$ cat src/hw/rtl/sxf_pkg.sv
// shared types and constants of the stx/etx frame receiver
`default_nettype none

package sxf_pkg;

   localparam logic [7:0]  STX_BYTE           = 8'h02;
   localparam logic [7:0]  ETX_BYTE           = 8'h03;
   localparam logic [7:0]  MIN_FRAME_BYTES    = 8'd4;
   // crc-16/arc: poly 0x8005 taken reflected, init 0x0000, no final xor
   localparam logic [15:0] CRC_POLY_REFLECTED = 16'hA001;
   localparam logic [15:0] CRC_INIT           = 16'h0000;

   typedef enum logic [1:0] {
      SYNC_NONE   = 2'd0,
      SYNC_LOCKED = 2'd1,
      SYNC_FRAME  = 2'd2
   } sync_state_type;

   typedef enum logic [1:0] {
      EVENT_DATA   = 2'd0,
      EVENT_ACCEPT = 2'd1,
      EVENT_DROP   = 2'd2
   } event_kind_type;

   typedef enum logic {
      OP_BYTE      = 1'b0,
      OP_DROP_SYNC = 1'b1
   } operation_type;

   typedef struct packed {
      logic          advance;
      operation_type operation;
      logic [7:0]    rx_byte;
   } deframer_step_type;

   typedef struct packed {
      logic           valid;
      event_kind_type kind;
      logic [7:0]     payload_byte;
      logic [7:0]     frame_address;
      logic [7:0]     payload_length;
   } frame_result_type;

endpackage

`default_nettype wire

$ cat src/hw/rtl/sxf_stream_if.sv
// valid/ready channel interfaces for received bytes and frame events
`default_nettype none

interface sxf_req_if;
   logic       valid;
   logic       ready;
   logic       operation;
   logic [7:0] rx_byte;

   modport source (output valid, output operation, output rx_byte, input ready);
   modport sink   (input valid, input operation, input rx_byte, output ready);
endinterface

interface sxf_rsp_if;
   logic       valid;
   logic       ready;
   logic [1:0] event_kind;
   logic [7:0] payload_byte;
   logic [7:0] frame_address;
   logic [7:0] payload_length;

   modport source (output valid, output event_kind, output payload_byte,
                   output frame_address, output payload_length, input ready);
   modport sink   (input valid, input event_kind, input payload_byte,
                   input frame_address, input payload_length, output ready);
endinterface

`default_nettype wire

$ cat src/hw/rtl/sxf_crc16.sv
// byte-wide crc-16/arc update
`default_nettype none

module sxf_crc16
   import sxf_pkg::*;
(
   input  wire logic [15:0] crc_in,
   input  wire logic [7:0]  data_in,
   output logic      [15:0] crc_out
);

   always_comb begin
      logic [15:0] crc;
      crc = crc_in ^ {8'h00, data_in};
      for (int i = 0; i < 8; i++) begin
         if (crc[0]) begin
            crc = (crc >> 1) ^ CRC_POLY_REFLECTED;
         end else begin
            crc = crc >> 1;
         end
      end
      crc_out = crc;
   end

endmodule

`default_nettype wire

$ cat src/hw/rtl/sxf_deframer.sv
// sync state machine, frame counters and event decode
`default_nettype none

module sxf_deframer
   import sxf_pkg::*;
#(
   parameter int MAX_FRAME_BYTES = 255
)
(
   input  wire logic              clock,
   input  wire logic              reset,
   input  wire deframer_step_type step,
   input  wire logic              crc_check_enable,
   output frame_result_type       result
);

   localparam logic [7:0] MaxSize = 8'(MAX_FRAME_BYTES);

   sync_state_type state_ff, state_in;
   logic [7:0]     count_ff, count_in;
   logic [7:0]     size_ff, size_in;
   logic [7:0]     address_ff, address_in;
   logic [15:0]    crc_ff, crc_in;
   logic [15:0]    checksum_ff, checksum_in;
   logic [15:0]    crc_next;

   logic       is_drop_op;
   logic       is_stx;
   logic       is_etx;
   logic       count_zero;
   logic       size_bad;
   logic       in_body;
   logic       at_address;
   logic       at_data;
   logic       frame_good;
   logic [7:0] b;

   sxf_crc16 u_crc (
      .crc_in  (crc_ff),
      .data_in (step.rx_byte),
      .crc_out (crc_next)
   );

   assign b          = step.rx_byte;
   assign is_drop_op = (step.operation == OP_DROP_SYNC);
   assign is_stx     = (b == STX_BYTE);
   assign is_etx     = (b == ETX_BYTE);
   assign count_zero = (count_ff == 8'd0);
   assign size_bad   = (b < MIN_FRAME_BYTES) || (b > MaxSize);
   assign in_body    = (count_ff < size_ff);
   assign at_address = (count_ff == 8'd1);
   // the last two body bytes are the checksum
   assign at_data    = (({1'b0, count_ff} + 9'd2) < {1'b0, size_ff});
   assign frame_good = (size_ff > MIN_FRAME_BYTES) &&
                       !(crc_check_enable && (crc_ff != checksum_ff));

   // next sync state
   always_comb begin
      state_in = state_ff;
      if (is_drop_op) begin
         state_in = SYNC_NONE;
      end else begin
         case (state_ff)
            SYNC_NONE: begin
               if (is_stx) begin
                  state_in = SYNC_FRAME;
               end else if (is_etx) begin
                  state_in = SYNC_LOCKED;
               end
            end
            SYNC_LOCKED: begin
               state_in = is_stx ? SYNC_FRAME : SYNC_NONE;
            end
            SYNC_FRAME: begin
               if (count_zero) begin
                  state_in = size_bad ? SYNC_NONE : SYNC_FRAME;
               end else if (in_body) begin
                  state_in = SYNC_FRAME;
               end else begin
                  state_in = is_etx ? SYNC_LOCKED : SYNC_NONE;
               end
            end
            default: begin
               state_in = SYNC_NONE;
            end
         endcase
      end
   end

   // event decode
   always_comb begin
      result                = '0;
      result.kind           = EVENT_DATA;
      if (state_ff == SYNC_FRAME) begin
         if (is_drop_op) begin
            result.valid = 1'b1;
            result.kind  = EVENT_DROP;
         end else if (count_zero) begin
            if (size_bad) begin
               result.valid = 1'b1;
               result.kind  = EVENT_DROP;
            end
         end else if (in_body) begin
            if (!at_address && at_data) begin
               result.valid        = 1'b1;
               result.kind         = EVENT_DATA;
               result.payload_byte = b;
            end
         end else if (is_etx && frame_good) begin
            result.valid          = 1'b1;
            result.kind           = EVENT_ACCEPT;
            result.frame_address  = address_ff;
            result.payload_length = size_ff - MIN_FRAME_BYTES;
         end else begin
            result.valid = 1'b1;
            result.kind  = EVENT_DROP;
         end
      end
   end

   // frame counters, address, crc and checksum
   always_comb begin
      count_in    = count_ff;
      size_in     = size_ff;
      address_in  = address_ff;
      crc_in      = crc_ff;
      checksum_in = checksum_ff;
      if (!is_drop_op) begin
         case (state_ff)
            SYNC_NONE, SYNC_LOCKED: begin
               if (is_stx) begin
                  count_in    = 8'd0;
                  crc_in      = CRC_INIT;
                  checksum_in = 16'h0000;
               end
            end
            SYNC_FRAME: begin
               if (count_zero) begin
                  size_in  = b;
                  count_in = 8'd1;
                  crc_in   = crc_next;
               end else if (in_body) begin
                  count_in = count_ff + 8'd1;
                  if (at_address) begin
                     address_in = b;
                     crc_in     = crc_next;
                  end else if (at_data) begin
                     crc_in = crc_next;
                  end else begin
                     checksum_in = {checksum_ff[7:0], b};
                  end
               end
            end
            default: begin
               count_in = count_ff;
            end
         endcase
      end
   end

   always_ff @(posedge clock) begin
      if (reset) begin
         state_ff    <= SYNC_NONE;
         count_ff    <= 8'd0;
         size_ff     <= 8'd0;
         address_ff  <= 8'd0;
         crc_ff      <= CRC_INIT;
         checksum_ff <= 16'h0000;
      end else if (step.advance) begin
         state_ff    <= state_in;
         count_ff    <= count_in;
         size_ff     <= size_in;
         address_ff  <= address_in;
         crc_ff      <= crc_in;
         checksum_ff <= checksum_in;
      end
   end

   a_size_in_range: assert property (@(posedge clock) disable iff (reset)
      (state_ff == SYNC_FRAME && count_ff != 8'd0) |->
         (size_ff >= MIN_FRAME_BYTES && size_ff <= MaxSize))
      else $error("frame size out of range inside a frame");

   a_count_bounded: assert property (@(posedge clock) disable iff (reset)
      (state_ff == SYNC_FRAME) |-> (count_ff <= size_ff || count_zero))
      else $error("frame byte count ran past the frame size");

   a_accept_locks: assert property (@(posedge clock) disable iff (reset)
      (step.advance && result.valid && result.kind == EVENT_ACCEPT) |=>
         (state_ff == SYNC_LOCKED))
      else $error("accepted frame did not leave the block synced");

   a_result_in_frame: assert property (@(posedge clock) disable iff (reset)
      (result.valid) |-> (state_ff == SYNC_FRAME))
      else $error("event raised outside a frame");

endmodule

`default_nettype wire

$ cat src/hw/rtl/stx_etx_length_frame_receiver.sv
// top level of the stx/etx length-prefixed frame receiver
// an accepted item is held in the input register, then decoded into the result register,
//   from which its event is taken
// throughput: one item per cycle while no result waits on the sink, set by the single-pass decode and crc step
// a result waiting on the sink holds the decode; the input stalls once the input register is full
// reset: synchronous, active high; clears sync state, counters, crc and csr bit
`default_nettype none

module stx_etx_length_frame_receiver
   import sxf_pkg::*;
#(
   parameter int MAX_FRAME_BYTES = 255
)
(
   input  wire logic  clock,
   input  wire logic  reset,
   sxf_req_if.sink    req,
   sxf_rsp_if.source  rsp,
   input  wire logic  csr_wr_en,
   input  wire logic  csr_wr_data
);

   // input register
   logic          in_valid_ff;
   operation_type in_operation_ff;
   logic [7:0]    in_byte_ff;

   // result register
   logic           out_valid_ff, out_valid_in;
   event_kind_type out_kind_ff;
   logic [7:0]     out_payload_ff;
   logic [7:0]     out_address_ff;
   logic [7:0]     out_length_ff;

   // crc check enable, off after reset
   logic crc_check_enable_ff;

   logic              advance;
   deframer_step_type step;
   frame_result_type  result;

   // the held item is decoded once the result register has room for its event
   assign advance   = in_valid_ff && (!out_valid_ff || rsp.ready);
   assign req.ready = !in_valid_ff || advance;

   assign step = {advance, in_operation_ff, in_byte_ff};

   sxf_deframer #(
      .MAX_FRAME_BYTES (MAX_FRAME_BYTES)
   ) u_deframer (
      .clock            (clock),
      .reset            (reset),
      .step             (step),
      .crc_check_enable (crc_check_enable_ff),
      .result           (result)
   );

   always_ff @(posedge clock) begin
      if (reset) begin
         crc_check_enable_ff <= 1'b0;
      end else if (csr_wr_en) begin
         crc_check_enable_ff <= csr_wr_data;
      end
   end

   // input register loads whenever it is empty or being drained
   always_ff @(posedge clock) begin
      if (reset) begin
         in_valid_ff <= 1'b0;
      end else if (req.ready) begin
         in_valid_ff <= req.valid;
      end
   end

   always_ff @(posedge clock) begin
      if (req.valid && req.ready) begin
         in_operation_ff <= operation_type'(req.operation);
         in_byte_ff      <= req.rx_byte;
      end
   end

   // items that raise no event just leave the result register empty
   always_comb begin
      out_valid_in = out_valid_ff && !rsp.ready;
      if (advance) begin
         out_valid_in = result.valid;
      end
   end

   always_ff @(posedge clock) begin
      if (reset) begin
         out_valid_ff <= 1'b0;
      end else begin
         out_valid_ff <= out_valid_in;
      end
   end

   always_ff @(posedge clock) begin
      if (advance && result.valid) begin
         out_kind_ff    <= result.kind;
         out_payload_ff <= result.payload_byte;
         out_address_ff <= result.frame_address;
         out_length_ff  <= result.payload_length;
      end
   end

   assign rsp.valid          = out_valid_ff;
   assign rsp.event_kind     = out_kind_ff;
   assign rsp.payload_byte   = out_payload_ff;
   assign rsp.frame_address  = out_address_ff;
   assign rsp.payload_length = out_length_ff;

endmodule

`default_nettype wire

$ cat src/flat_wrapper.sv
// flat-port wrapper written by rule: the top's interface ports become plain ports
module stx_etx_length_frame_receiver_flat import sxf_pkg::*;
#(
   parameter int MAX_FRAME_BYTES = 255
)
  (clock, reset, csr_wr_en, csr_wr_data, req_valid, req_operation, req_rx_byte, req_ready, rsp_valid, rsp_event_kind, rsp_payload_byte, rsp_frame_address, rsp_payload_length, rsp_ready);
  sxf_req_if req_i ();
  sxf_rsp_if rsp_i ();
  input  wire logic clock;
  input  wire logic reset;
  input  wire logic csr_wr_en;
  input  wire logic csr_wr_data;
  input wire logic [$bits(req_i.valid)-1:0] req_valid;
  input wire logic [$bits(req_i.operation)-1:0] req_operation;
  input wire logic [$bits(req_i.rx_byte)-1:0] req_rx_byte;
  output wire logic [$bits(req_i.ready)-1:0] req_ready;
  output wire logic [$bits(rsp_i.valid)-1:0] rsp_valid;
  output wire logic [$bits(rsp_i.event_kind)-1:0] rsp_event_kind;
  output wire logic [$bits(rsp_i.payload_byte)-1:0] rsp_payload_byte;
  output wire logic [$bits(rsp_i.frame_address)-1:0] rsp_frame_address;
  output wire logic [$bits(rsp_i.payload_length)-1:0] rsp_payload_length;
  input wire logic [$bits(rsp_i.ready)-1:0] rsp_ready;
  assign req_i.valid = req_valid;
  assign req_i.operation = req_operation;
  assign req_i.rx_byte = req_rx_byte;
  assign req_ready = req_i.ready;
  assign rsp_valid = rsp_i.valid;
  assign rsp_event_kind = rsp_i.event_kind;
  assign rsp_payload_byte = rsp_i.payload_byte;
  assign rsp_frame_address = rsp_i.frame_address;
  assign rsp_payload_length = rsp_i.payload_length;
  assign rsp_i.ready = rsp_ready;
  stx_etx_length_frame_receiver #(.MAX_FRAME_BYTES(MAX_FRAME_BYTES)) u_core (.clock(clock), .reset(reset), .req(req_i), .rsp(rsp_i), .csr_wr_en(csr_wr_en), .csr_wr_data(csr_wr_data));
endmodule
$ cat config.mk
export PLATFORM = sky130hd
export DESIGN_NAME = stx_etx_length_frame_receiver_flat
export DESIGN_NICKNAME = d
export VERILOG_FILES = /design/src/hw/rtl/sxf_pkg.sv /design/src/hw/rtl/sxf_stream_if.sv /design/src/hw/rtl/sxf_crc16.sv /design/src/hw/rtl/sxf_deframer.sv /design/src/hw/rtl/stx_etx_length_frame_receiver.sv /design/src/flat_wrapper.sv
export SDC_FILE = /design/constraint.sdc
export NUM_CORES = 1
export LEC_CHECK = 0
export BUFFER_PORTS_ARGS = -buffer_cell sky130_fd_sc_hd__buf_2
export CELL_PAD_IN_SITES_DETAIL_PLACEMENT = 0
export CELL_PAD_IN_SITES_GLOBAL_PLACEMENT = 1
export CORE_MARGIN = 2
export CORE_UTILIZATION = 44
export CTS_BUF_LIST = sky130_fd_sc_hd__clkbuf_2
export CTS_CLUSTER_DIAMETER = 50
export DETAILED_ROUTE_END_ITERATION = 8
export GPL_TIMING_DRIVEN = 0
export PLACE_DENSITY = 0.8
export RECOVER_POWER = 25
export SETUP_SLACK_MARGIN = 0.1
export SLEW_MARGIN = 40
export SYNTH_ARGS = -nofsm -noshare
export SYNTH_HDL_FRONTEND = slang
export SYNTH_SLANG_ARGS = --single-unit
$ cat constraint.sdc
create_clock -name clock -period 3.37 [get_ports clock]
set_clock_uncertainty 0.2 [all_clocks]
set_input_delay 0.1685 -clock clock [delete_from_list [all_inputs] [get_ports clock]]
set_output_delay 0.1685 -clock clock [all_outputs]
set_load 0.05 [all_outputs]
# Word-level counts from Yosys, hierarchy flattened
# Index checks and enable logic that the tools add are counted.
totals:
  out_inout_bits: 28
  input_bits: 15
  register_bits: 96
  wordCells: 127
classes:
  n_lt_le_gt_ge: 5
  add_sub_neg: 3
  muxes: 45
  n_eq_ne: 14
  n_reduce_logical: 29
  bitwise: 15
op_table:
  columns: ["op", "count"]
  rows:
  - ["$mux W16", 19]
  - ["$pmux W16 S2", 2]
  - ["$mux W24", 2]
  - ["$mux W8", 4]
  - ["$mux W27", 1]
  - ["$not A2 Y3", 8]
  - ["$eq A8 B2 Y1 const B", 2]
  - ["$mux W2", 8]
  - ["$ne A16 B16 Y1", 1]
  - ["$pmux W8 S2", 1]
  - ["$xor A16 B8 Y16", 1]
  - ["$mux W3", 4]
  - ["$reduce_and A6 Y1", 2]
  - ["$mux W11", 1]
  - ["$ne A2 B2 Y1 const B", 5]
  - ["$reduce_or A5 Y1", 2]
  - ["$add A8 B2 Y9 const B", 1]
  - ["$lt A9 B8 Y1", 1]
  - ["$add A8 B1 Y8 const B", 1]
  - ["$eq A8 B1 Y1 const B", 1]
  - ["$gt A8 B3 Y1 const B", 1]
  - ["$gt A8 B8 Y1 const B", 1]
  - ["$logic_and A1 B1 Y1", 8]
  - ["$logic_not A8 Y1", 1]
  - ["other kinds (20)", 33]

# Longest topological paths before layout
# Gate-level depths: netlist of the first run.
depth:
  word_depth: 22
  depth_mapped: 13
  mapped_depth_nobuf: 11

# Cells and area by module
# A second synthesis of the first run with hierarchy kept.
unflattened:
  cells_unflattened: 458
  hier_area_um2: 4849.7
modules_own_cells:
  columns: ["module", "instances", "area_per_inst_um2", "cells_per_inst"]
  rows:
  - ["sxf_deframer", 1, 3407.0, 383]
  - ["stx_etx_length_frame_receiver", 1, 1191.1, 49]
  - ["sxf_crc16", 1, 251.5, 26]

# Least setup slack after synthesis of the first run
# Ideal clock, no wire load.
synth_path:
  path_type: "flip-flop to flip-flop"
  from: "reg u_core.u_deframer.count_ff[1]"
  to: "reg u_core.out_kind_ff[0] (netlist: u_core.rsp.event_kind[0]) (enable)"
  setup_ns: 0.438
  slack_ns: -0.014
  path_stages_with_launch: 11
  n_path_buf: 0
  arrival_ns: 2.746
  t_required_ns: 2.732
  cell_sequence: "dfxtp_1 -> ha_1 -> and3_1 -> and3_1 -> xor2_1 -> ha_1 -> nand3_1 -> o31ai_1 -> a21oi_1 -> o221ai_1 -> nand2_1"
synth_via:
  elab_chain_len: 9
synth_rtl:
  columns: ["item", "line_no", "text"]
  rows:
  - ["from (decl)", "sxf_deframer.sv:20", "logic [7:0] count_ff, count_in;"]
  - ["from (signal assigned)", "sxf_deframer.sv:171", "count_ff <= count_in;"]
  - ["$add A8 B2 Y9 or $eq A8 B1 Y1 (tied branches)", "sxf_deframer.sv:53, sxf_deframer.sv:51", null]
  - ["$lt A9 B8 Y1 or $logic_not A1 Y1 (tied branches)", "sxf_deframer.sv:53, sxf_deframer.sv:104", null]
  - ["$logic_and A1 B1 Y1", "sxf_deframer.sv:104", "if (!at_address && at_data) begin"]
  - ["$mux W11", "sxf_deframer.sv:104", null]
  - ["$mux W3", "sxf_deframer.sv:103", "end else if (in_body) begin"]
  - ["$mux W3 *", "sxf_deframer.sv:98", "end else if (count_zero) begin"]
  - ["$mux W3 *", "sxf_deframer.sv:95", "if (is_drop_op) begin"]
  - ["$mux W27 *", "sxf_deframer.sv:94", "if (state_ff == SYNC_FRAME) begin"]
  - ["$logic_and A1 B1 Y1 *", "stx_etx_length_frame_receiver.sv:99", "if (advance && result.valid) begin"]
  - ["to (signal assigned)", "stx_etx_length_frame_receiver.sv:100", "out_kind_ff <= result.kind;"]
  - ["to (decl)", "stx_etx_length_frame_receiver.sv:30", "event_kind_type out_kind_ff;"]
# Mark *: on every way between the ends. The rest lies on a longest branch, timed or not.
# A chain may end at the register's enable or synchronous reset.

# Worst setup path in the final report of the first run
layout_path:
  from: "reg u_core.u_deframer.count_ff[2]"
  to: "reg u_core.u_deframer.checksum_ff[11]"
layout_via:
  elab_chain_len: 4
layout_rtl:
  columns: ["item", "line_no", "text"]
  rows:
  - ["$add A8 B2 Y9", "sxf_deframer.sv:53", "assign at_data = (({1'b0, count_ff} + 9'd2) < {1'b0, size_ff});"]
  - ["$lt A9 B8 Y1", "sxf_deframer.sv:53", null]
  - ["$ne A2 B2 Y1 (no line)", null, null]
  - ["$reduce_and A8 Y1 (no line) *", null, null]
  - ["to (signal assigned)", "sxf_deframer.sv:175", "checksum_ff <= checksum_in;"]
  - ["to (decl)", "sxf_deframer.sv:24", "logic [15:0] checksum_ff, checksum_in;"]
# Marked as above.

==> results of run 1 <==
path summary, 6_finish.rpt:
| check | from | endpoint | slack [ns] | cells after the start |
|---|---|---|---|---|
| worst max-delay path | u_core.u_deframer.count_ff[2]$_SDFFE_PP0P_ | u_core.u_deframer.checksum_ff[11]$_SDFFE_PP0P_ | 0.23 | 12 |
| worst min register to register | u_core.u_deframer.state_ff[0]$_SDFFE_PP0P_ | u_core.u_deframer.state_ff[0]$_SDFFE_PP0P_ | 0.33 | 2 |
| worst min-delay path | req_rx_byte[7] | u_core.in_byte_ff[7]$_DFFE_PP_ | 0.06 | 2 |
| worst max register to register | u_core.u_deframer.count_ff[2]$_SDFFE_PP0P_ | u_core.u_deframer.checksum_ff[11]$_SDFFE_PP0P_ | 0.23 | 12 |
routing by layer:
metal | vias to the layer above | track usage (%) | wire length (µm)
li1 | 1793 | - | -
met1 | 1746 | 29.11 | 5499
met2 | 118 | 32.41 | 5199
met3 | 16 | 2.614 | 576
met4 | 0 | 8.256 | 227
met5 | - | 0 | 0
sequential cells by signal, summed over array words and instances (netlist names):
name                           cells
u_core.rsp.payload_byte            8
u_core.rsp.valid                   1
u_core.in_operation_ff             1
u_core.u_deframer.size_ff          8
u_core.crc_check_enable_ff         1
u_core.in_valid_ff                 1
u_core.rsp.frame_address           8
u_core.u_deframer.address_ff       8
u_core.u_deframer.checksum_ff     16
u_core.in_byte_ff                  8
u_core.rsp.event_kind              2
u_core.u_deframer.count_ff         8
u_core.u_deframer.state_ff         2
u_core.u_deframer.crc_ff          16
u_core.rsp.payload_length          8
timing repair:
action / CTS / global route
setup buffers: 6 / 6
gates resized for setup: 13 / 30
gates cloned: 1 / 0
hold buffers: 15 / 0
endpoints found under the hold margin: 46 / 0
endpoints found under the setup margin: 73 / 79
pin swaps: 4 / 5
cells in the mapped netlist, types with 2 or more instances:
| cell | number |
|---|---|
| o21a_1 | 3 |
| dfxtp_1 | 61 |
| a21oi_1 | 26 |
| nor3b_1 | 2 |
| mux2i_1 | 17 |
| nor2b_1 | 5 |
| and2_1 | 12 |
| nor2_1 | 31 |
| xor2_1 | 14 |
| a221oi_1 | 2 |
| and4_1 | 2 |
| edfxtp_1 | 35 |
| nand3_1 | 6 |
| ha_1 | 20 |
| and3_1 | 18 |
| or4_1 | 4 |
| nand2b_1 | 2 |
| a22o_1 | 16 |
| a21o_1 | 2 |
| o211ai_1 | 3 |
| o2111ai_1 | 6 |
| a31oi_1 | 2 |
| o21ai_0 | 12 |
| nand4_1 | 19 |
| nand2_1 | 18 |
| o21bai_1 | 3 |
| nor3_1 | 6 |
| clkbuf_1 | 17 |
| o21ai_1 | 7 |
| xnor2_1 | 37 |
| inv_1 | 12 |
| buf_1 | 2 |
worst max-delay path, cell delays in order (launching register included):
cell	delay (ns)
dfxtp_4	0.44
ha_4	0.18
and3_4	0.19
and3_4	0.18
xor2_1	0.14
ha_1	0.35
nand3_2	0.10
o31ai_4	0.40
buf_4	0.18
nand3_2	0.07
o211a_4	0.28
buf_6	0.15
a22o_1	0.22
kinds of logic after synthesis:
logic type | share of synthesized area (%)
flops | 48.57
mux | 3.637
simple gates | 16.10
fa+ha+maj | 5.349
xor+xnor | 10.06
buf+inv | 2.835
compound gates | 13.45
power groups by stage:
| stage | Sequential [W] | Combinational, W | Clock (W) |
|---|---|---|---|
| 3_3_place_gp | 0.00125 | 0.0000833 | 0 |
| 5_1_grt | 0.00122 | 0.000115 | 0.000605 |
| 4_1_cts | 0.00122 | 0.000104 | 0.000562 |
| 3_5_place_dp | 0.00124 | 0.0000832 | 0 |
| 2_1_floorplan | 0.00124 | 0.0000613 | 0 |
| 6_report | 0.00122 | 0.000107 | 0.000552 |
metrics by stage:
stage | power (W) | area (µm²) | hold WS [ns] | utilization, %
after floorplan | 0.001297 | 4681 | 0.06737 | -
after global placement | 0.001329 | 5056 | 0.1465 | 48.98
after detailed placement | 0.001328 | 5066 | 0.1470 | 49.07
after CTS | 0.001886 | 5426 | 0.02065 | 52.56
after global routing | 0.001940 | 5525 | 0.02704 | 53.52
final | 0.001877 | 5525 | 0.05746 | 53.52
area by class of cell:
class	instances	area [µm²]
Tap cell	136	170.2
Multi-Input combinational cell	316	2385
Clock buffer	9	45.04
Sequential cell	96	2282
Buffer	21	103.9
Inverter	12	45.04
Clock inverter	7	68.82
Timing Repair Buffer	69	425.4
Fill cell	911	4798
==> results.md, run 1 <==
- Final worst slack: around 0.23 ns
- Sequential Power Share: roughly two thirds
- Status: finished clean
- Synth Net Count: between 400 and 500
- First-pass GRT wire length: roughly 18 mm
- RSZ-0062 raised after global routing: true
- Die area: 11470 µm²
- PwrDens: approximately 340 nW/µm²
- Crit start category: flip-flop
- Initial antenna violation count: 0
- Main flop type after synthesis: dfxtp_1
- Maximum VDD drop: 0.0001538 V
- Reg clk slew, reported paths: approximately 0.3 ns
- Slew HR: 50.64%
- Layout Cells excl Fill: approximately 670
- Count of final setup violators: 0
- Avg Cell Area, Syn: between 10 and 15 µm²
- Clock sink total: 96
- Vias in the first global route: 3488
- HP Class: input pin to flip-flop
- FMAX: between 300 and 400 MHz
- DR iter-0 viols: between 300 and 400
- IO Pins: 43
- Worst Tran Pin Value: approximately 0.73 ns
- Number of CTS-inserted buffers: 9
- Pin count of the biggest net entering global routing: 20
- Fin crit share: just over 90%
- Seq cells post-synth: 96
- Synthesized cell area: between 4000 and 5000 µm²
- Root buffer cell: clkbuf_2
- Routed wire length: about 12 mm
- Layout Area Growth over Synthesis: 18.11%
- Synth cell types: 54
- WL per Instance: between 15 and 20 µm
- Post-synthesis sequential area ratio: between 40% and 50%
- Critical path type: flip-flop to flip-flop
- Clock power share: between 20% and 30%
- Synthesis Warnings: 0
- Dominant cells by area after synthesis: dfxtp_1, edfxtp_1, xnor2_1
- Most frequent cells in the layout: dfxtp_1, xnor2_1, edfxtp_1
- Maxcap violations: 0
- Cells after synthesis: 444
- Top cell type's share of synthesized area: a little over a quarter
- Setup TNS: 0 ns
- Area leader, netlist: dfxtp_1
- Data required time of the critical path: between 3 and 4 ns
- Net Switching: around 0.00050 W
- Overflow after GRT: 0
- Die Span X: 107.1 µm
- Worst-path fanout max: 10
- Via count: around 3700
- CTS tree: yes
- Arrival @ worst endpoint: approximately 3.5 ns
- Sw frac: about a quarter
- Layout cells sized above 1: between 10% and 20%
- Internal: between 0.001 and 0.0015 W
- Site Rows: 37
- CP endpoint kind: flip-flop
- Detail Route Antenna Nets: 0
- DRC viols: 0
- Post-route minimum period: 3.143 ns
- Core ar.: between 10000 and 15000 µm²
- Max-slew violation total from the final report: 0
- Die height: between 100 and 150 µm
- Commonest non-fill, non-tap cell in the layout: dfxtp_1
- Placed Cells: approximately 620
- DP Wirelength: 7.867 mm
- Post-layout net count: 560
- Share of async-settable or async-resettable flops after synthesis: 0%
- Routability Congestion: around 0.83
- Tot GR Track Use: 20.73%
- Buffers added on ports: 41
- Pleak: slightly above 2 nW
- Comb pwr share: 5.7%
- Drt first pass iters: 5
- Starting density of the core: 45.32%
- H-Tree Depth: 3
- Antenna Cells: 0
- Post-Place Worst Slack: -0.6336 ns
- Via/cell ratio: about 5.5
- Final Hold Viols: 0
- Clk_lat worst skew: 0.59 ns
- Post-synth EDFFs: 35
- Maximum clock insertion buffer count: 2
Power figures use the tool's default switching activity.
==> run 2, diff against run 1 <==
--- a/config.mk
+++ b/config.mk
@@ -6,17 +6,17 @@
 export NUM_CORES = 1
 export LEC_CHECK = 0
 export BUFFER_PORTS_ARGS = -buffer_cell sky130_fd_sc_hd__buf_2
+export CAP_MARGIN = 10
 export CELL_PAD_IN_SITES_DETAIL_PLACEMENT = 0
 export CELL_PAD_IN_SITES_GLOBAL_PLACEMENT = 1
 export CORE_MARGIN = 2
-export CORE_UTILIZATION = 44
+export CORE_UTILIZATION = 52
 export CTS_BUF_LIST = sky130_fd_sc_hd__clkbuf_2
 export CTS_CLUSTER_DIAMETER = 50
 export DETAILED_ROUTE_END_ITERATION = 8
 export GPL_TIMING_DRIVEN = 0
-export PLACE_DENSITY = 0.8
+export PLACE_DENSITY = 0.89
 export RECOVER_POWER = 25
-export SETUP_SLACK_MARGIN = 0.1
 export SLEW_MARGIN = 40
 export SYNTH_ARGS = -nofsm -noshare
 export SYNTH_HDL_FRONTEND = slang
==> constraint.sdc (replaced) <==
create_clock -name clock -period 3.95 [get_ports clock]
set_clock_uncertainty 0.2 [all_clocks]
set_input_delay 0.1975 -clock clock [delete_from_list [all_inputs] [get_ports clock]]
set_output_delay 0.1975 -clock clock [all_outputs]
set_load 0.05 [all_outputs]
==> run 2 against run 1 <==
Effect of this change:
- critical path depth decreased by 1
- cell count is 6.2% lower
- sequential power fell by 15%
- clock power down 21%
- utilization rose by 7.0 points
- combinational power shrank 22%
- sequential cell count did not move
- routed wire length fell by 6.0%
- total power decreased by 17%
- non-clock buffer count down 12
- largest cell class unchanged
- largest power group unchanged
==> results.md, run 2 (synthesis gave the netlist of run 1 again) <==
- Status: finished clean (unchanged)
- Maxcap violations: 0 (unchanged)
- Sequential Power Share: 66.7% (was 64.9%)
- DRC viols: 0 (unchanged)
- Comb pwr share: 5.4% (was 5.7%)
- Post-layout net count: 547 (was 560)
- CP endpoint kind: flip-flop (unchanged)
- Fillers: 730 (was 911)
- Detail Route Antenna Nets: 0 (unchanged)
- Top Registers: u_core.u_deframer.checksum_ff: 16 flops, u_core.u_deframer.crc_ff: 16 flops (unchanged)
- Clk_lat worst skew: 0.56 ns (was 0.59 ns)
- DR iter-0 viols: 240 (was 310)
- Final Hold Viols: 0 (unchanged)
- Placed Cells: 594 (was 622)
- Clock power share: 28.0% (was 29.4%)
- Most frequent cells in the layout: dfxtp_1, xnor2_1, clkbuf_1, edfxtp_1, nor2_1 (was dfxtp_1, xnor2_1, edfxtp_1)
- Routed wire length: 10.82 mm (was 11.50 mm)
- Sw frac: 25.75% (was 26.72%)
- Reg clk slew, reported paths: 0.27 ns (was 0.30 ns)
- PwrDens: 296.4 nW/µm² (was 339.7 nW/µm²)
- Worst path top cell family by delay: simple AND/OR/NAND/NOR gates (was compound AO/OA/AOI/OAI gates)
- Clock sink total: 96 (unchanged)
- Drt first pass iters: 5 (unchanged)
- Initial antenna violation count: 0 (unchanged)
- Post-route minimum period: 3.677 ns (was 3.143 ns)
- Core ar.: 8721 µm² (was 10320 µm²)
- Arrival @ worst endpoint: 3.99 ns (was 3.45 ns)
- Commonest non-fill, non-tap cell in the layout: dfxtp_1 (unchanged)
- CTS tree: yes (unchanged)
- CP max stage delay: 0.56 ns (was 0.44 ns)
- GR peak layer: met2 (unchanged)
- Critical path type: flip-flop to flip-flop (unchanged)
- WL per Instance: 17.31 µm (was 17.27 µm)
- Routability Congestion: 0.8528 (was 0.8297)
- Pin count of the biggest net entering global routing: 27 (was 20)
- Fin crit share: 93.08% (was 93.25%)
- IO Pins: 43 (unchanged)
- Met2 Usage GRT: 34.98% (was 32.41%)
- Site Rows: 34 (was 37)
- M3 GR Usage: 4.539% (was 2.614%)
- Worst path bufs/invs: 1 (was 2)
- CP max-delay cell: dfxtp_1 (was dfxtp_4)
- Grt met1 use: 33.27% (was 29.11%)
- Number of CTS-inserted buffers: 9 (unchanged)
- Layout Area Growth over Synthesis: 12.84% (was 18.11%)
- Vias in the first global route: 3350 (was 3488)
- Pleak: 1.922 nW (was 2.029 nW)
- Worst-path fanout max: 10 (unchanged)
- Final Cell Area: 5279 µm² (was 5525 µm²)
- Layout cells sized above 1: 10.64% (was 16.04%)
- Worst Tran Pin Value: 0.7275 ns (was 0.7349 ns)
- Layout Cells excl Fill: 625 (was 666)
- Count of final setup violators: 0 (unchanged)
- Maximum clock insertion buffer count: 2 (unchanged)
- Antenna Cells: 0 (unchanged)
- Final Power: 0.001565 W (was 0.001877 W)
- Starting density of the core: 53.64% (was 45.32%)
- Cell Chain, Critical Path: ha_1 > and3_1 > and3_1 > xor2_1 > ha_1 > nand3_1 > o31ai_4 > nand4_1 > nor2_1 > clkbuf_1 > a22o_1 (was ha_4 > and3_4 > and3_4 > xor2_1 > ha_1 > nand3_2 > o31ai_4 > buf_4 > nand3_2 > o211a_4 > buf_6 > a22o_1)
- Post-Place Worst Slack: 0.02317 ns (was -0.6336 ns)
- Root buffer cell: clkbuf_2 (unchanged)
- Buffers added on ports: 41 (unchanged)
- HP Class: input pin to flip-flop (unchanged)
- Slew HR: 51.13% (was 50.64%)
- Tot GR Track Use: 22.82% (was 20.73%)
- FMAX: 272.0 MHz (was 318.2 MHz)
- First-pass GRT wire length: 17.42 mm (was 18.21 mm)
- Data required time of the critical path: 4.26 ns (was 3.67 ns)
- Max-slew violation total from the final report: 0 (unchanged)
- Crit start category: flip-flop (unchanged)
- Setup repair bufs after CTS: 0 (was 6)
- Via count: 3607 (was 3673)
- Die height: 98.85 µm (was 107.1 µm)
- RSZ-0062 raised after global routing: false (was true)
- Net Switching: 0.0004028 W (was 0.0005016 W)
- Internal: 0.001162 W (was 0.001375 W)
- Die area: 9771 µm² (was 11470 µm²)
- Cell Area, Placed: 5031 µm² (was 5066 µm²)
- Via/cell ratio: 5.771 (was 5.515)
- Final worst slack: 0.2733 ns (was 0.2274 ns)
- Die Span X: 98.85 µm (was 107.1 µm)
- Overflow after GRT: 0 (unchanged)
- H-Tree Depth: 3 (unchanged)
- Maximum VDD drop: 0.0001595 V (was 0.0001538 V)
- DP Wirelength: 7.656 mm (was 7.867 mm)
## run 2: layer usage
metal	vias up	wire, µm
li1	1761	-
met1	1710	5089
met2	127	4934
met3	9	683
met4	0	110
met5	-	0
## run 2: final cells by class
cell class | count | area (µm²) | share of cell area (%)
buffer | 21 | 88.84 | 1.683
clock buffer | 10 | 50.05 | 0.9481
clock inverter | 6 | 51.30 | 0.9718
inverter | 12 | 45.04 | 0.8533
multi-input combinational | 315 | 2300 | 43.56
sequential | 96 | 2272 | 43.04
tap | 108 | 135.1 | 2.560
timing repair buffer | 57 | 336.6 | 6.376
## run 2: metrics by stage
step                      setup TNS [ns]  hold slack, ns  util, %
after detailed placement               0          0.1761    57.69
after CTS                              0         0.08441    60.63
after floorplan                        0         0.09637        -
after global placement            -5.245          0.1765    57.55
final                                  0          0.1208    60.53
after global routing                   0         0.06181    60.53
## run 2: worst register-to-register path, cell delays in order, from the launching register on
cell,delay (ns)
dfxtp_1,0.56
ha_1,0.28
and3_1,0.25
and3_1,0.21
xor2_1,0.07
ha_1,0.30
nand3_1,0.12
o31ai_4,0.41
nand4_1,0.14
nor2_1,0.44
clkbuf_1,0.44
a22o_1,0.20
## run 2: path summary, 6_finish.rpt
kind / cells past startpoint / slack, ns / start / to
setup reg to reg: 11 / 0.27 / u_core.u_deframer.count_ff[1]$_SDFFE_PP0P_ / u_core.u_deframer.checksum_ff[10]$_SDFFE_PP0P_
hold reg to reg: 2 / 0.33 / u_core.u_deframer.address_ff[6]$_SDFFE_PP0P_ / u_core.u_deframer.address_ff[6]$_SDFFE_PP0P_
setup / recovery: 11 / 0.27 / u_core.u_deframer.count_ff[1]$_SDFFE_PP0P_ / u_core.u_deframer.checksum_ff[10]$_SDFFE_PP0P_
hold / removal: 2 / 0.12 / req_rx_byte[6] / u_core.in_byte_ff[6]$_DFFE_PP_
## run 2: power groups by stage
stage	Sequential (W)	Combinational, W	Clock [W]
floorplan	0.00105	0.0000523	0
global placement	0.00106	0.0000704	0
detailed placement	0.00106	0.0000705	0
CTS	0.00104	0.0000831	0.000451
global route	0.00104	0.0000916	0.000486
finish	0.00104	0.0000837	0.000438
## run 2: repair_timing
| item | 4_1_cts | 5_1_grt |
|---|---|---|
| endpoints found under the setup margin | 3 | 20 |
| gates cloned | 0 | 0 |
| hold endpoints to repair | 26 | 0 |
| hold buffers | 15 | 0 |
| gates resized for setup | 1 | 3 |
==> run 3, diff against run 2 <==
--- a/config.mk
+++ b/config.mk
@@ -5,11 +5,10 @@
 export SDC_FILE = /design/constraint.sdc
 export NUM_CORES = 1
 export LEC_CHECK = 0
-export BUFFER_PORTS_ARGS = -buffer_cell sky130_fd_sc_hd__buf_2
+export BUFFER_PORTS_ARGS = -buffer_cell sky130_fd_sc_hd__clkbuf_2
 export CAP_MARGIN = 10
 export CELL_PAD_IN_SITES_DETAIL_PLACEMENT = 0
 export CELL_PAD_IN_SITES_GLOBAL_PLACEMENT = 1
-export CORE_MARGIN = 2
 export CORE_UTILIZATION = 52
 export CTS_BUF_LIST = sky130_fd_sc_hd__clkbuf_2
 export CTS_CLUSTER_DIAMETER = 50
==> run 3 against run 2 <==
Effect of this change:
- non-clock buffer count unchanged
- via count rose by 0.75%
- sequential share of layout area up 0.051 points
- setup slack lost 0.0095 ns
- sequential power is essentially flat
- count of clock-buffer cells in the layout stayed put
- sequential cell count unchanged
- total power is 0.29% higher
- critical endpoint is now u_core.u_deframer.crc_ff[6]$_SDFFE_PP0P_
==> results.md, run 3 (synthesis gave the netlist of run 1 again) <==
- Status: finished clean (unchanged)
- Via count: 3634 (was 3607)
- Top Registers: u_core.u_deframer.checksum_ff: 16 flops, u_core.u_deframer.crc_ff: 16 flops (unchanged)
- Die height: 96.85 µm (was 98.85 µm)
- IO Pins: 43 (unchanged)
- PwrDens: 297.6 nW/µm² (was 296.4 nW/µm²)
- Pin count of the biggest net entering global routing: 27 (unchanged)
- Routability Congestion: 0.8777 (was 0.8528)
- Crit path to: u_core.u_deframer.crc_ff[6]$_SDFFE_PP0P_ (was u_core.u_deframer.checksum_ff[10]$_SDFFE_PP0P_)
- DR iter-0 viols: 269 (was 240)
- Crit start category: flip-flop (unchanged)
- Commonest non-fill, non-tap cell in the layout: dfxtp_1 (unchanged)
- Critical Path Source: u_core.u_deframer.count_ff[1]$_SDFFE_PP0P_ (unchanged)
- Fillers: 723 (was 730)
- Initial antenna violation count: 0 (unchanged)
- Worst-path fanout max: 10 (unchanged)
- Clk_lat worst skew: 0.55 ns (was 0.56 ns)
- Maximum VDD drop: 0.0001499 V (was 0.0001595 V)
- Arrival @ worst endpoint: 3.97 ns (was 3.99 ns)
- Final core utilization: 60.46% (was 60.53%)
- Layout cells sized above 1: 10.64% (unchanged)
- DRC viols: 0 (unchanged)
- Maxcap violations: 0 (unchanged)
- HP Class: input pin to flip-flop (unchanged)
- Reg clk slew, reported paths: 0.28 ns (was 0.27 ns)
- Layout Area Growth over Synthesis: 12.70% (was 12.84%)
- Data required time of the critical path: 4.24 ns (was 4.26 ns)
- Reg2reg setup slack: 0.26 ns (was 0.27 ns)
- Clock sink total: 96 (unchanged)
- Starting density of the core: 53.64% (unchanged)
- Final Hold Viols: 0 (unchanged)
- Setup TNS: 0 ns (unchanged)
- H-Tree Depth: 3 (unchanged)
- Routed wire length: 10.89 mm (was 10.82 mm)
- First-pass GRT wire length: 17.93 mm (was 17.42 mm)
- Placed Cells: 594 (unchanged)
- RSZ-0062 raised after global routing: false (unchanged)
- Antenna Cells: 0 (unchanged)
- Max-slew violation total from the final report: 0 (unchanged)
- Site Rows: 34 (unchanged)
- Critical path type: flip-flop to flip-flop (unchanged)
- Setup repair bufs after CTS: 0 (unchanged)
- Reg-to-Reg Start: u_core.u_deframer.count_ff[1]$_SDFFE_PP0P_ (unchanged)
- Fin crit share: 93.32% (was 93.08%)
- CTS tree: yes (unchanged)
- Tot GR Track Use: 24.16% (was 22.82%)
- Maximum clock insertion buffer count: 2 (unchanged)
- Buffers added on ports: 41 (unchanged)
- Reg2reg path depth: 12 (was 11)
- Slew HR: 47.44% (was 51.13%)
- Via/cell ratio: 5.814 (was 5.771)
- Core ar.: 8721 µm² (unchanged)
- Number of CTS-inserted buffers: 9 (unchanged)
- Final Cell Area: 5273 µm² (was 5279 µm²)
- Drt first pass iters: 6 (was 5)
- Detail Route Antenna Nets: 0 (unchanged)
- Layout Cells excl Fill: 625 (unchanged)
- Most frequent cells in the layout: dfxtp_1, xnor2_1, clkbuf_1, edfxtp_1, clkbuf_2 (was dfxtp_1, xnor2_1, clkbuf_1, edfxtp_1, nor2_1)
- FMAX: 271.3 MHz (was 272.0 MHz)
- Worst Tran Pin Value: 0.7824 ns (was 0.7275 ns)
- Vias in the first global route: 3455 (was 3350)
- WL per Instance: 17.43 µm (was 17.31 µm)
- Post-route minimum period: 3.686 ns (was 3.677 ns)
- Cell Area, Placed: 5031 µm² (unchanged)
- CP endpoint kind: flip-flop (unchanged)
- Die Span X: 96.85 µm (was 98.85 µm)
- Post-layout net count: 547 (unchanged)
- WHS: 0.1287 ns (was 0.1208 ns)
- Count of final setup violators: 0 (unchanged)
- DP Wirelength: 7.599 mm (was 7.656 mm)
- Root buffer cell: clkbuf_2 (unchanged)
- Pleak: 1.933 nW (was 1.922 nW)
- Die area: 9380 µm² (was 9771 µm²)
- Overflow after GRT: 0 (unchanged)
- Reg2reg end: u_core.u_deframer.crc_ff[6]$_SDFFE_PP0P_ (was u_core.u_deframer.checksum_ff[10]$_SDFFE_PP0P_)
-- run 3: changes by cell type in the layout (fill, tap and decap cells not counted), sizes merged --
cell    delta
buf       -22
clkbuf    +22
clkinv     -1
inv        +1
-- run 3: worst min-delay path by stage --
stage | start | end | slack [ns] | depth (start not counted)
final | req_rx_byte[6] | u_core.in_byte_ff[6]$_DFFE_PP_ | 0.13 | 2
after global routing | req_rx_byte[6] | u_core.in_byte_ff[6]$_DFFE_PP_ | 0.08 | 2
after CTS | req_rx_byte[6] | u_core.in_byte_ff[6]$_DFFE_PP_ | 0.10 | 2
after detailed placement | req_rx_byte[4] | u_core.in_byte_ff[4]$_DFFE_PP_ | 0.18 | 1
after global placement | req_rx_byte[7] | u_core.in_byte_ff[7]$_DFFE_PP_ | 0.18 | 1
after floorplan | req_rx_byte[0] | u_core.in_byte_ff[0]$_DFFE_PP_ | 0.1 | 0
-- run 3: final cells by class --
cell class                 count  area, µm²  share of cell area (%)
multi-input combinational    315       2293                   43.50
sequential                    96       2272                   43.09
timing repair buffer          57      336.6                   6.383
tap                          108      135.1                   2.563
buffer                        21      88.84                   1.685
clock inverter                 6      51.30                  0.9729
clock buffer                  10      50.05                  0.9492
inverter                      12      45.04                  0.8543
-- run 3: critical path: stages (launching register included) --
cell,delay [ns]
dfxtp_1,0.58
ha_1,0.30
and3_1,0.25
and3_1,0.21
xor2_1,0.07
ha_1,0.31
nand3_1,0.10
o31ai_2,0.51
and3_1,0.24
clkbuf_1,0.29
clkbuf_2,0.31
o21ai_0,0.11
a21oi_1,0.14
-- run 3: where the power goes --
part           switching (W)  internal (W)
Sequential         0.0000144       0.00103
Combinational      0.0000451     0.0000398
Clock               0.000346     0.0000942
-- run 3: what timing repair did --
| item | 4_1_cts | 5_1_grt |
|---|---|---|
| endpoints found under the hold margin | 25 | 0 |
| resized for setup | 1 | 4 |
| hold buffers | 15 | 0 |
| endpoints found under the setup margin | 20 | 28 |
-- run 3: stage by stage --
stage	power, W	setup slack (ns)
global placement	0.001132	-0.2047
floorplan	0.001107	0.5658
CTS	0.001576	0.1172
finish	0.001569	0.2639
detailed placement	0.001132	-0.03019
global route	0.001629	0.01345
-- run 3: layer usage --
layer	routed length (µm)	vias to the layer above	GRT usage (%)	part of all wire [%]
met3	549	19	4.624	5.0
li1	-	1763	-	-
met2	4793	117	35.92	44
met4	231	0	8.152	2.1
met5	0	-	0	0
met1	5319	1735	35.24	49
